==> src/hdl/assert_macros.svh <==
// Assertion macros used by the top-level RTL file.
`ifndef ASSERT_MACROS_SVH
`define ASSERT_MACROS_SVH

// Same-cycle implication, disabled in reset.
`define ASSERT_IMPL(lbl, ante, cons, msg) \
  lbl: assert property (@(posedge clk) disable iff (!rst_n) (ante) |-> (cons)) else $error(msg);

// Next-cycle implication, disabled in reset.
`define ASSERT_NEXT(lbl, ante, cons, msg) \
  lbl: assert property (@(posedge clk) disable iff (!rst_n) (ante) |=> (cons)) else $error(msg);

`endif

==> src/hdl/rrv_pkg.sv <==
// Shared constants, datapath operation codes and control structs.
package rrv_pkg;

  localparam int PRICE_W    = 32;
  localparam int RET_W      = 32;
  localparam int FRAC_W     = 28;
  localparam int SUM_W      = 40;
  localparam int SQ_W       = 62;
  localparam int VOL_W      = 28;
  localparam int WIN_W      = 9;
  localparam int MAX_WIN    = 256;
  localparam int POS_W      = 8;
  localparam int ACC_W      = 64;
  localparam int DIV_STEPS  = 64;
  localparam int SQRT_STEPS = 32;
  localparam int CNT_W      = 6;
  localparam int WIN_RESET  = 20;
  localparam int SQ_SHIFT   = 2 * FRAC_W - 48;
  localparam int TDATA_W    = 32;

  typedef enum logic [4:0] {
    OP_NONE,
    OP_CAPTURE,
    OP_SET_PREV,
    OP_ZERO_RET,
    OP_RET_LOAD,
    OP_DIV_STEP,
    OP_RET_TAKE,
    OP_SQ_OLD,
    OP_SQ_NEW,
    OP_SQ_SUB,
    OP_SQ_ADD,
    OP_MEAN_LOAD,
    OP_MEAN_TAKE,
    OP_M2_LOAD,
    OP_VAR_TAKE,
    OP_SQRT_STEP,
    OP_VOL_TAKE,
    OP_OUT_LOAD
  } op_t;

  typedef struct packed {
    op_t op;
  } cmd_t;

  typedef struct packed {
    logic valid;
    logic have_prev;
    logic prev_zero;
    logic held_gt1;
    logic out_free;
  } stat_t;

endpackage

==> src/hdl/rrv_ctrl.sv <==
// Sequencer that steps the datapath through one price request.
module rrv_ctrl (
  input  logic           clk,
  input  logic           rst_n,
  input  logic           in_tvalid,
  output logic           in_tready,
  input  rrv_pkg::stat_t stat,
  output rrv_pkg::cmd_t  cmd
);

  typedef enum logic [4:0] {
    S_IDLE, S_CHECK, S_RDIV, S_RTAKE, S_RD_OLD, S_SQ_OLD, S_SQ_NEW, S_SQ_SUB,
    S_SQ_ADD, S_STATS, S_MDIV, S_MTAKE, S_M2LOAD, S_M2DIV, S_VTAKE, S_SQRT,
    S_VOL, S_DONE
  } state_t;

  state_t                    state_r, state_nxt;
  logic [rrv_pkg::CNT_W-1:0] cnt_r;
  logic                      div_last, sqrt_last;

  assign div_last  = cnt_r == 6'(rrv_pkg::DIV_STEPS - 1);
  assign sqrt_last = cnt_r == 6'(rrv_pkg::SQRT_STEPS - 1);

  always_comb begin
    state_nxt = state_r;
    cmd.op    = rrv_pkg::OP_NONE;
    unique case (state_r)
      S_IDLE: begin
        if (in_tvalid) begin
          cmd.op    = rrv_pkg::OP_CAPTURE;
          state_nxt = S_CHECK;
        end
      end
      S_CHECK: begin
        priority if (!stat.valid) begin
          state_nxt = S_DONE;
        end else if (!stat.have_prev) begin
          cmd.op    = rrv_pkg::OP_SET_PREV;
          state_nxt = S_STATS;
        end else if (stat.prev_zero) begin
          cmd.op    = rrv_pkg::OP_ZERO_RET;
          state_nxt = S_RD_OLD;
        end else begin
          cmd.op    = rrv_pkg::OP_RET_LOAD;
          state_nxt = S_RDIV;
        end
      end
      S_RDIV: begin
        cmd.op = rrv_pkg::OP_DIV_STEP;
        if (div_last) state_nxt = S_RTAKE;
      end
      S_RTAKE: begin
        cmd.op    = rrv_pkg::OP_RET_TAKE;
        state_nxt = S_RD_OLD;
      end
      S_RD_OLD: state_nxt = S_SQ_OLD;
      S_SQ_OLD: begin
        cmd.op    = rrv_pkg::OP_SQ_OLD;
        state_nxt = S_SQ_NEW;
      end
      S_SQ_NEW: begin
        cmd.op    = rrv_pkg::OP_SQ_NEW;
        state_nxt = S_SQ_SUB;
      end
      S_SQ_SUB: begin
        cmd.op    = rrv_pkg::OP_SQ_SUB;
        state_nxt = S_SQ_ADD;
      end
      S_SQ_ADD: begin
        cmd.op    = rrv_pkg::OP_SQ_ADD;
        state_nxt = S_STATS;
      end
      S_STATS: begin
        if (stat.held_gt1) begin
          cmd.op    = rrv_pkg::OP_MEAN_LOAD;
          state_nxt = S_MDIV;
        end else begin
          state_nxt = S_DONE;
        end
      end
      S_MDIV: begin
        cmd.op = rrv_pkg::OP_DIV_STEP;
        if (div_last) state_nxt = S_MTAKE;
      end
      S_MTAKE: begin
        cmd.op    = rrv_pkg::OP_MEAN_TAKE;
        state_nxt = S_M2LOAD;
      end
      S_M2LOAD: begin
        cmd.op    = rrv_pkg::OP_M2_LOAD;
        state_nxt = S_M2DIV;
      end
      S_M2DIV: begin
        cmd.op = rrv_pkg::OP_DIV_STEP;
        if (div_last) state_nxt = S_VTAKE;
      end
      S_VTAKE: begin
        cmd.op    = rrv_pkg::OP_VAR_TAKE;
        state_nxt = S_SQRT;
      end
      S_SQRT: begin
        cmd.op = rrv_pkg::OP_SQRT_STEP;
        if (sqrt_last) state_nxt = S_VOL;
      end
      S_VOL: begin
        cmd.op    = rrv_pkg::OP_VOL_TAKE;
        state_nxt = S_DONE;
      end
      S_DONE: begin
        if (stat.out_free) begin
          cmd.op    = rrv_pkg::OP_OUT_LOAD;
          state_nxt = S_IDLE;
        end
      end
      default: state_nxt = S_IDLE;
    endcase
  end

  always_ff @(posedge clk) begin
    if (!rst_n) begin
      state_r <= S_IDLE;
      cnt_r   <= '0;
    end else begin
      state_r <= state_nxt;
      if (state_r == S_RDIV || state_r == S_MDIV || state_r == S_M2DIV ||
          state_r == S_SQRT) begin
        cnt_r <= cnt_r + 6'd1;
      end else begin
        cnt_r <= '0;
      end
    end
  end

  assign in_tready = state_r == S_IDLE;

endmodule

==> config.mk <==
export PLATFORM = sky130hd
export DESIGN_NAME = rrv_ctrl
export DESIGN_NICKNAME = d
export VERILOG_FILES = /design/src/hdl/assert_macros.svh /design/src/hdl/rrv_pkg.sv /design/src/hdl/rrv_ctrl.sv
export SDC_FILE = /design/constraint.sdc
export NUM_CORES = 1
export LEC_CHECK = 0
export BUFFER_PORTS_ARGS = -buffer_cell sky130_fd_sc_hd__clkbuf_2
export CORE_MARGIN = 8
export CORE_UTILIZATION = 44
export CTS_BUF_LIST = sky130_fd_sc_hd__clkbuf_16
export DETAILED_ROUTE_END_ITERATION = 6
export HOLD_SLACK_MARGIN = 0.08
export PLACE_DENSITY = 0.67
export SYNTH_ARGS = -nofsm -noshare
export SYNTH_HDL_FRONTEND = slang
export SYNTH_SLANG_ARGS = --single-unit
==> constraint.sdc <==
create_clock -name clk -period 1.4 [get_ports clk]
set_input_delay 0.35 -clock clk [delete_from_list [all_inputs] [get_ports clk]]
set_output_delay 0.35 -clock clk [all_outputs]
set_load 0.01 [all_outputs]
Word level (Yosys, flattened, before mapping)

Index checks and enable logic that the tools add are counted.

Flip-flop bits (word level): 11
Bits in latches: 0
Memory bits (writable): 0
Bits in read-only memories: 0
Bits of input ports: 8
Logic and storage cells: 53
Memories: 0

$add $sub $neg: 1
$mul: 0
Div/mod/pow operators: 0
Order comparisons: 0
Eq/ne operators: 25
Shift operators: 0
Multiplexer cells: 18
Bitwise logic cells: 0
Reduce and logical (&&, ||, !) cells: 7

Operators with widths:

| kind                                                | count |
|---|---|
| case mux 5 bit (18 select lines)                    | 1 |
| case mux 5 bit (15 select lines)                    | 1 |
| 2-to-1 mux 5 bit                                    | 9 |
| equality test 5 x 4 -> 1 bit, second input constant | 8 |
| equality test 5 x 3 -> 1 bit, second input constant | 4 |
| 2-to-1 mux 3 bit                                    | 4 |
| inequality test 2 bit, second input constant        | 6 |
| equality test 5 x 2 -> 1 bit, second input constant | 2 |
| equality test 5 bit, second input constant          | 2 |
| 2-to-1 mux 4 bit                                    | 2 |
| adder 6 x 1 -> 6 bit, second input constant         | 1 |
| equality test 6 x 5 -> 1 bit, second input constant | 1 |
| equality test 6 bit, second input constant          | 1 |
| AND reduction 6 bit                                 | 1 |
| equality test 5 x 1 -> 1 bit, second input constant | 1 |
| logical NOT 5 bit                                   | 1 |
| logical OR 1 bit                                    | 3 |
| OR reduction 3 bit                                  | 1 |
| AND reduction 2 bit                                 | 1 |
| 2-to-1 mux 1 bit                                    | 1 |

Depth between registers and ports, before layout

Gate-level depths: netlist (run 1).

Word-level depth: 5
Mapped depth: 7
Gate-level depth less buffers: 5

Worst setup path after synthesis (run 1)

No wires, ideal clock.

Kind: register -> output
Start: reg state_r[1]
End: out cmd[0] (netlist bit)
Data arrival time: 1.242 ns
Required time: 1.050 ns
Setup slack: -0.192 ns
Stages on the path, launching flop included: 5
Cells stage by stage: dfxtp_1 > buf_2 > a21oi_1 > o32a_1 > o221ai_1

RTL lines:

| element                | RTL line        | source |
|---|---|---|
| from (decl)            | rrv_ctrl.sv:17  | `state_t state_r, state_nxt;` |
| from (signal assigned) | rrv_ctrl.sv:124 | `state_r <= state_nxt;` |
| to (decl)              | rrv_ctrl.sv:8   | `output rrv_pkg::cmd_t cmd` |

==> summary.txt, run 1 <==
Run status
  • Outcome: finished, violations left
  • Failing checks: setup timing

Routing
  • DRC: 0
  • Metal-1 WL: 1.24 mm
  • Metal3 WL: ~190 um
  • Vias post-DR: approximately 1100
  • Drt total wl: 3.20 mm
  • DR vias/cell: 5.71
  • 1st-iter DRT viols: 33
  • Routed wire length per instance: between 15 and 20 um
  • ANT nets after route: 0
  • Max Used Layer: met4
  • DR pass1 iterations: 4
  • WL met2: approximately 1.6 mm

Worst setup path
  • FF-to-FF setup slack: -120 ps
  • Reg2reg end: state_r[1]
  • Critical Path Source Type: flop
  • Worst Path Required: between 1000 and 1500 ps
  • Worst-path fanout max: 6
  • Worst r2r src: state_r[2]
  • Worst EP arrival: about 1400 ps
  • Max incr delay on CP: 370 ps
  • Cell with the largest stage delay on the worst path: dfxtp_4
  • Worst r2r path cells: 6
  • Critical Path Sink Type: output pin
  • Critical-path cell list: or2b_1, a21oi_2, a21oi_1, o32ai_4, buf_2
  • Kind of critical path: reg -> out

Die
  • Die area: 3640 um2
  • Num rows: 16
  • Die span in x: 60.3 um
  • DIE HEIGHT: approximately 60 um
  • Starting Density: a little under half
  • CORE AREA: between 1500 and 2000 um2
  • I/O Pins: 14

Pwr
  • Sequential Power Share: 17.6%
  • Max IR drop VDD: 1.29 mV
  • Design Power: 0.00246 W
  • Clock Power Share: 20.6%
  • Logic pwr share: between 60% and 70%
  • Net switching fraction of the power: 38.8%
  • Psw: 0.000958 W
  • P_leak: 0.629 nW
  • Pwr/cell area: around 1600 nW/um2
  • P_int: between 0.0015 and 0.002 W

Placed design
  • Post-placement cell area: 1150 um2
  • Final Wtd Congestion: ~0.91
  • PortBufs: 13
  • DP Wirelength: about 1.9 mm
  • Pre-CTS WS: -210 ps

Cells and area
  • N_diodes: 0
  • Layout Area Growth over Synthesis: 74.1%
  • Design area: around 1500 um2
  • Share of cells above drive strength 1: 50.0%
  • # fillers: 128
  • Final nets: around 170

Timing
  • Peak Freq: 0.558 GHz
  • Setup TNS Final: -2500 ps
  • Skew final: a little over 2 ps
  • Max-slew violation count: 0
  • Min Tclk post-route: between 1500 and 2000 ps
  • Final setup viols: 11
  • Slew HR: between 80% and 90%
  • Final period util: 128%
  • Final setup slack of the worst path: -393 ps
  • Final hold violation count: 0
  • Actual slew at the worst max-slew pin: between 200 and 300 ps
  • Unrepaired setup endpoints after global routing: yes
  • Hold Slack: 455 ps

CTS
  • Clk slew on worst S/H paths: 40 ps
  • CTS Buf Count: 3
  • Hold_buf cts: 0
  • Clock buffer depth: 2
  • Clock H-tree levels: 1
  • TritonCTS clock tree: built
  • Insertion delay to the later sink of the worst-skew pair: 240 ps
  • Clock Sink Count: 11
  • Clock root cell: clkbuf_16

Logic synthesis
  • Mapped Cells: 118
  • Post-synth EDFFs: 0
  • Synth Warn #: 0
  • Post-synthesis cell type count: 39
  • Syn_area_per_cell: 7.33 um2
  • Top cell type by total area after synthesis: dfxtp_1
  • Post-synth ARST share: 0%
  • Top_reg_cell synth: dfxtp_1
  • Register area share after synthesis: 25.5%
  • Flops & latches, synth: 11
  • Share of the synthesized area in the top cell type: between 20% and 30%
  • Top post-synthesis cells by area: dfxtp_1 (25%), nand2_1 (7.8%), a21oi_1 (5.2%)
  • Cell area after synthesis: approximately 860 um2
  • Synth Net Count: 127

GRT
  • Grt ovf: 0
  • Initial antenna violation count: 0
  • Pin count of the biggest net entering global routing: 12
  • Vias in the first global route: approximately 1100
  • Gr usage total: approximately 17%
  • First-pass GRT wire length: just under 5 mm

Hold path
  • Worst hold-check path type: reg -> reg
  • Hold Crit Endpoint: cnt_r[0]
  • Hold path start: cnt_r[0]
  • Hold path depth: 1

Flow run
  • Max-Cap Viols: 0
-- cells in the mapped netlist, drive strengths merged, types with 2 or more instances --
master and count:
buf 8, nor2b 3, and3 2, nand3 7, nand2 19, a31oi 2, o21a 2, xor2 2
o22ai 2, nor3b 2, nand2b 2, nor2 10, xnor2 3, mux2i 4, o21ai 6, a21oi 9
nor3 4, o32ai 4, inv 4, dfxtp 11
-- metrics by stage --
stage / std cells / util [%]
floorplan: 118 / -
CTS: 190 / 72.8
global route: 191 / 79.1
finish: 191 / 79.1
detailed placement: 176 / 60.7
global placement: 176 / 60.7
-- how the worst max path moves through the flow --
stage / from / endpoint / slack [ps] / depth (start not counted)
after detailed placement: state_r[3] / cmd[2] / -210 / 4
after floorplan: state_r[3] / cmd[0] / -10 / 5
final: state_r[0] / cmd[2] / -390 / 5
after CTS: state_r[0] / cmd[2] / -360 / 5
after global placement: state_r[3] / cmd[2] / -210 / 4
after global routing: state_r[2] / cmd[2] / -440 / 5
-- registers in the layout, indices dropped and copies added (netlist names) --
register  count
state_r       5
cnt_r         6
-- what timing repair did --
action,CTS,global route
gates resized for setup,19,31
hold endpoints to repair,0,0
buffers inserted,10,1
endpoints found under the setup margin,16,16
pin swaps,9,7
-- cell families (layout without fill, tap and decap cells) --
group	Yosys count	count (layout)	synth area share (%)
multiplexers	4	4	4.63
flip-flops	11	11	25.5
XOR/XNOR	5	5	5.07
adder cells (fa/ha/maj)	1	1	1.45
buffers and inverters	12	58	6.51
AO/OA/AOI/OAI	31	31	24.0
AND/OR/NAND/NOR	54	54	32.9
-- layout make-up --
cell class / instances / area [um2] / share of cell area [%]
repair buffers: 50 / 384 / 25.5
inverters: 4 / 15.0 / 0.998
well taps: 27 / 33.8 / 2.24
clock inverters: 1 / 3.75 / 0.249
multi-input cells: 95 / 758 / 50.4
flip-flops and latches: 11 / 235 / 15.6
clock buffers: 3 / 75.1 / 4.99
-- power by group through the flow --
| stage | registers, W | clock network, W | logic (W) |
|---|---|---|---|
| finish | 0.000435 | 0.000509 | 0.00152 |
| global route | 0.000438 | 0.000528 | 0.00162 |
| CTS | 0.000418 | 0.000517 | 0.00128 |
| detailed placement | 0.000421 | 0 | 0.00109 |
| global placement | 0.000420 | 0 | 0.00108 |
| floorplan | 0.000401 | 0 | 0.000739 |
-- routing by layer --
layer,track usage (%),vias to the layer above
met5,0,-
met4,6.12,0
met3,3.01,14
met2,31.9,43
met1,19.4,513
li1,-,521
-- worst max-delay path, delay by kind of cell, from the launching register on --
kind / cells / cell delay, ps
compound gates: 3 / 410
buf+inv: 1 / 170
flops: 1 / 370
simple gates: 1 / 280
-- cells in the final DEF (no fill, tap or decap), types with 3 or more instances in the layout --
cell type   n
clkbuf_2    7
dfxtp_1     7
a21oi_1     6
mux2i_1     4
nand2_1    17
a21oi_2     3
o21ai_0     3
buf_2       6
buf_6      11
nor2_1      9
dfxtp_4     4
inv_1       5
clkbuf_16   3
buf_4      26
nand3_1     5
Note: power is estimated with default switching activity, not from simulation.
==> run 2: changes to the inputs <==
Settings changed: ABC_AREA set to 1, CORE_MARGIN 8 to 4, PLACE_DENSITY 0.67 to 0.66.
==> run 2 against run 1 <==
Compared with the run above: sequential cell count stayed put; critical endpoint is now cmd[0]; wire length is 28% higher; area after synthesis is 15% higher; register-to-register slack worse by 70 ps; sequential share of layout area is 1.3 points lower; global-route usage is 4.4 points higher; critical path type unchanged; worst setup slack worse by 72 ps; utilization is 1.6 points higher; the flow still finishes with violations (setup timing); worst hold slack worse by 19 ps; design area is 11% higher.
==> summary.txt, run 2 <==
Routing
  • WL met2: 2.06 mm (was 1.64 mm)
  • 1st-iter DRT viols: 92 (was 33)
  • ANT nets after route: 0 (unchanged)
  • Vias post-DR: 1385 (was 1091)
  • Routed wire length per instance: 16.6 um (was 16.8 um)
  • Metal-1 WL: 1.56 mm (was 1.24 mm)
  • DR pass1 iterations: 4 (unchanged)
  • DRC: 0 (unchanged)
  • Max Used Layer: met4 (unchanged)
  • Metal3 WL: 329 um (was 186 um)
  • DR vias/cell: 5.61 (was 5.71)
  • Drt total wl: 4.11 mm (was 3.20 mm)

CTS
  • TritonCTS clock tree: built (unchanged)
  • CTS Buf Count: 3 (unchanged)
  • Clock buffer depth: 2 (unchanged)
  • Clk slew on worst S/H paths: 50 ps (was 40 ps)
  • Clock Sink Count: 11 (unchanged)
  • Clock root cell: clkbuf_16 (unchanged)
  • Insertion delay to the later sink of the worst-skew pair: 240 ps (about the same)
  • Clock H-tree levels: 1 (unchanged)

Placed design
  • PortBufs: 13 (unchanged)
  • Final Wtd Congestion: 0.892 (was 0.910)
  • Pre-CTS WS: -268 ps (was -210 ps)
  • Placed Instances: 233 (was 176)
  • DP Wirelength: 2.37 mm (was 1.86 mm)
  • Post-placement cell area: 1360 um2 (was 1150 um2)

Logic synthesis
  • Mapped Cells: 161 (was 118)
  • Commonest cells in the netlist: nand2_1 (37), nand3_1 (23), nor2_1 (22), inv_1 (15), dfxtp_1 (11) (was nand2_1 (18), dfxtp_1 (11), nor2_1 (10), a21oi_1 (9))
  • Post-synth ARST share: 0% (unchanged)
  • Post-synth EDFFs: 0 (unchanged)
  • Top_reg_cell synth: dfxtp_1 (unchanged)
  • Synth Net Count: 170 (was 127)
  • Syn_area_per_cell: 6.19 um2 (was 7.33 um2)
  • Synth Warn #: 0 (unchanged)
  • Post-synthesis cell type count: 27 (was 39)
  • Most frequent cell after synthesis: nand2_1 (unchanged)
  • Share of the synthesized area in the top cell type: 22.1% (was 25.5%)
  • Register area share after synthesis: 22.1% (was 25.5%)
  • Cell area after synthesis: 997 um2 (was 865 um2)
  • Top cell type by total area after synthesis: dfxtp_1 (unchanged)
  • Top post-synthesis cells by area: dfxtp_1 (22%), nand2_1 (14%), nand3_1 (12%) (was dfxtp_1 (25%), nand2_1 (7.8%), a21oi_1 (5.2%))
  • Flops & latches, synth: 11 (unchanged)

Worst setup path
  • FF-to-FF setup slack: -190 ps (was -120 ps)
  • Crit. Startpoint: state_r[3] (was state_r[0])
  • Critical-path cell list: buf_6, nor2_4, nand3_2, or2_1, o2111ai_2, buf_2 (was or2b_1, a21oi_2, a21oi_1, o32ai_4, buf_2)
  • Worst-path fanout max: 6 (unchanged)
  • Worst r2r src: state_r[3] (was state_r[2])
  • Cell with the largest stage delay on the worst path: dfxtp_2 (was dfxtp_4)
  • Worst EP arrival: 1510 ps (was 1440 ps)
  • Kind of critical path: reg -> out (unchanged)
  • Critical Path Sink Type: output pin (unchanged)
  • Max incr delay on CP: 350 ps (was 370 ps)
  • Worst Path Required: 1050 ps (about the same)
  • Worst setup path endpoint: cmd[0] (was cmd[2])
  • Reg2reg end: state_r[0] (was state_r[1])
  • Worst r2r path cells: 11 (was 6)
  • Critical Path Source Type: flop (unchanged)

GRT
  • Grt ovf: 0 (unchanged)
  • Initial antenna violation count: 0 (unchanged)
  • Gr usage total: 21.8% (was 17.4%)
  • Vias in the first global route: 1219 (was 1060)
  • First-pass GRT wire length: 5.45 mm (was 4.87 mm)
  • Pin count of the biggest net entering global routing: 11 (was 12)

Flow run
  • Max-Cap Viols: 0 (unchanged)

Cells and area
  • Largest regs: cnt_r (6), state_r (5) (unchanged)
  • Reg with most FFs: cnt_r (unchanged)
  • N_diodes: 0 (unchanged)
  • Design area: 1660 um2 (was 1510 um2)
  • # fillers: 132 (was 128)
  • Most common cell after layout, fill and taps aside: buf_4 (unchanged)
  • Max reg flops: 6 (unchanged)
  • Layout Area Growth over Synthesis: 66.9% (was 74.1%)
  • Commonest cells after routing, fill and taps aside: buf_4 (42), nand2_1 (31), nand3_1 (16), nor2_1 (16), inv_1 (15) (was buf_4 (26), nand2_1 (17), buf_6 (11))
  • Layout Cells excl Fill: 247 (was 191)
  • Final nets: 230 (was 174)
  • Share of cells above drive strength 1: 52.3% (was 50.0%)

Die
  • I/O Pins: 14 (unchanged)
  • DIE HEIGHT: 55.6 um (was 60.3 um)
  • Starting Density: 48.4% (was 45.5%)
  • Die area: 3090 um2 (was 3640 um2)
  • CORE AREA: 2060 um2 (was 1900 um2)
  • Num rows: 16 (unchanged)
  • Die span in x: 55.6 um (was 60.3 um)

Timing
  • Final setup slack of the worst path: -465 ps (was -393 ps)
  • Skew final: 2.55 ps (was 2.06 ps)
  • Final period util: 133% (was 128%)
  • Final hold violation count: 0 (unchanged)
  • Actual slew at the worst max-slew pin: 232 ps (was 279 ps)
  • Max-slew violation count: 0 (unchanged)
  • Slew HR: 84.4% (was 81.4%)
  • Final setup viols: 11 (unchanged)
  • Unrepaired setup endpoints after global routing: yes (unchanged)
  • Peak Freq: 0.536 GHz (was 0.558 GHz)
  • Min Tclk post-route: 1860 ps (was 1790 ps)

Pwr
  • Max IR drop VDD: 1.04 mV (was 1.29 mV)
  • Pwr/cell area: 1460 nW/um2 (was 1640 nW/um2)
  • P_leak: 0.839 nW (was 0.629 nW)

Run status
  • Outcome: finished, violations left (unchanged)
  • Failing checks: setup timing (unchanged)

Hold path
  • Worst hold-check path type: in -> reg (was reg -> reg)
run 2: cell count changes in the layout (fill, tap and decap cells not counted), moves of 5 or more:
cell and delta:
inv_1 +10, nor2_2 +5, nand3_2 +8, nor2_4 +7, nor2_1 +7, nand2_2 +7
nand2_1 +14, buf_4 +16, nand4_1 +6, nand3_1 +11, buf_6 -8
run 2: worst min-delay path by stage:
stage          startpoint        to  cells past startpoint  slack [ps]
2_1_floorplan    cnt_r[0]  cnt_r[0]                      1         430
3_3_place_gp     cnt_r[3]  cnt_r[3]                      2         480
3_5_place_dp     cnt_r[3]  cnt_r[3]                      2         500
4_1_cts             rst_n  cnt_r[0]                      3         430
5_1_grt             rst_n  cnt_r[1]                      3         440
6_report            rst_n  cnt_r[1]                      3         440
run 2: power breakdown:
part	internal, W	total, W	switching [W]	leakage, nW
Combinational	0.000662	0.00143	0.000772	0.705
Clock	0.000381	0.000551	0.000170	0.0409
Sequential	0.000362	0.000445	0.0000827	0.0935
Total	0.00141	0.00243	0.00102	0.839
run 2: repair_timing:
action | 4_1_cts | 5_1_grt
pin swaps | 11 | 9
resized for setup | 26 | 20
gates cloned | 0 | 0
setup endpoints to repair | 17 | 13
hold endpoints to repair | 0 | 0
buffers inserted | 6 | 5
hold buffers | 0 | 0
run 2: kinds of logic (layout without fill, tap and decap cells):
kind of cell	count (synthesis)	count (layout)	synth area share, %
and+or+nand+nor	115	115	59.3
buffers and inverters	25	84	11.9
adders and majority gates	1	1	1.25
AOI/OAI and AO/OA	8	8	4.52
xor gates and xnor gates	1	1	0.878
DFF	11	11	22.1
run 2: final cells by class:
type	instances	area [um2]	area share, %
tap	27	33.8	2.03
multi-input combinational	125	807	48.5
clock inverter	1	5.00	0.301
sequential	11	239	14.4
clock buffer	3	75.1	4.51
timing repair buffer	58	414	24.9
inverter	22	90.1	5.41
run 2: routing by layer:
metal  GRT usage, %  up-vias
met5              0        -
met4           6.25        0
met3           4.18       17
met2           36.3       80
met1           28.3      641
li1               -      647
run 2: critical path: cells and delay by family (launching register included):
kind            cells  cell delay, ps
compound gates      1              80
simple gates        3             550
buf+inv             2             280
flops               1             350
run 2: stage by stage:
stage | total power [W] | hold WS [ps] | utilization [%] | TNS [ps]
3_5_place_dp | 0.00154 | 496 | 66.0 | -2110
2_1_floorplan | 0.00108 | 430 | - | -13.5
5_1_grt | 0.00255 | 444 | 80.7 | -3750
6_report | 0.00243 | 436 | 80.7 | -3110
3_3_place_gp | 0.00153 | 482 | 66.0 | -1720
4_1_cts | 0.00223 | 427 | 75.8 | -2600
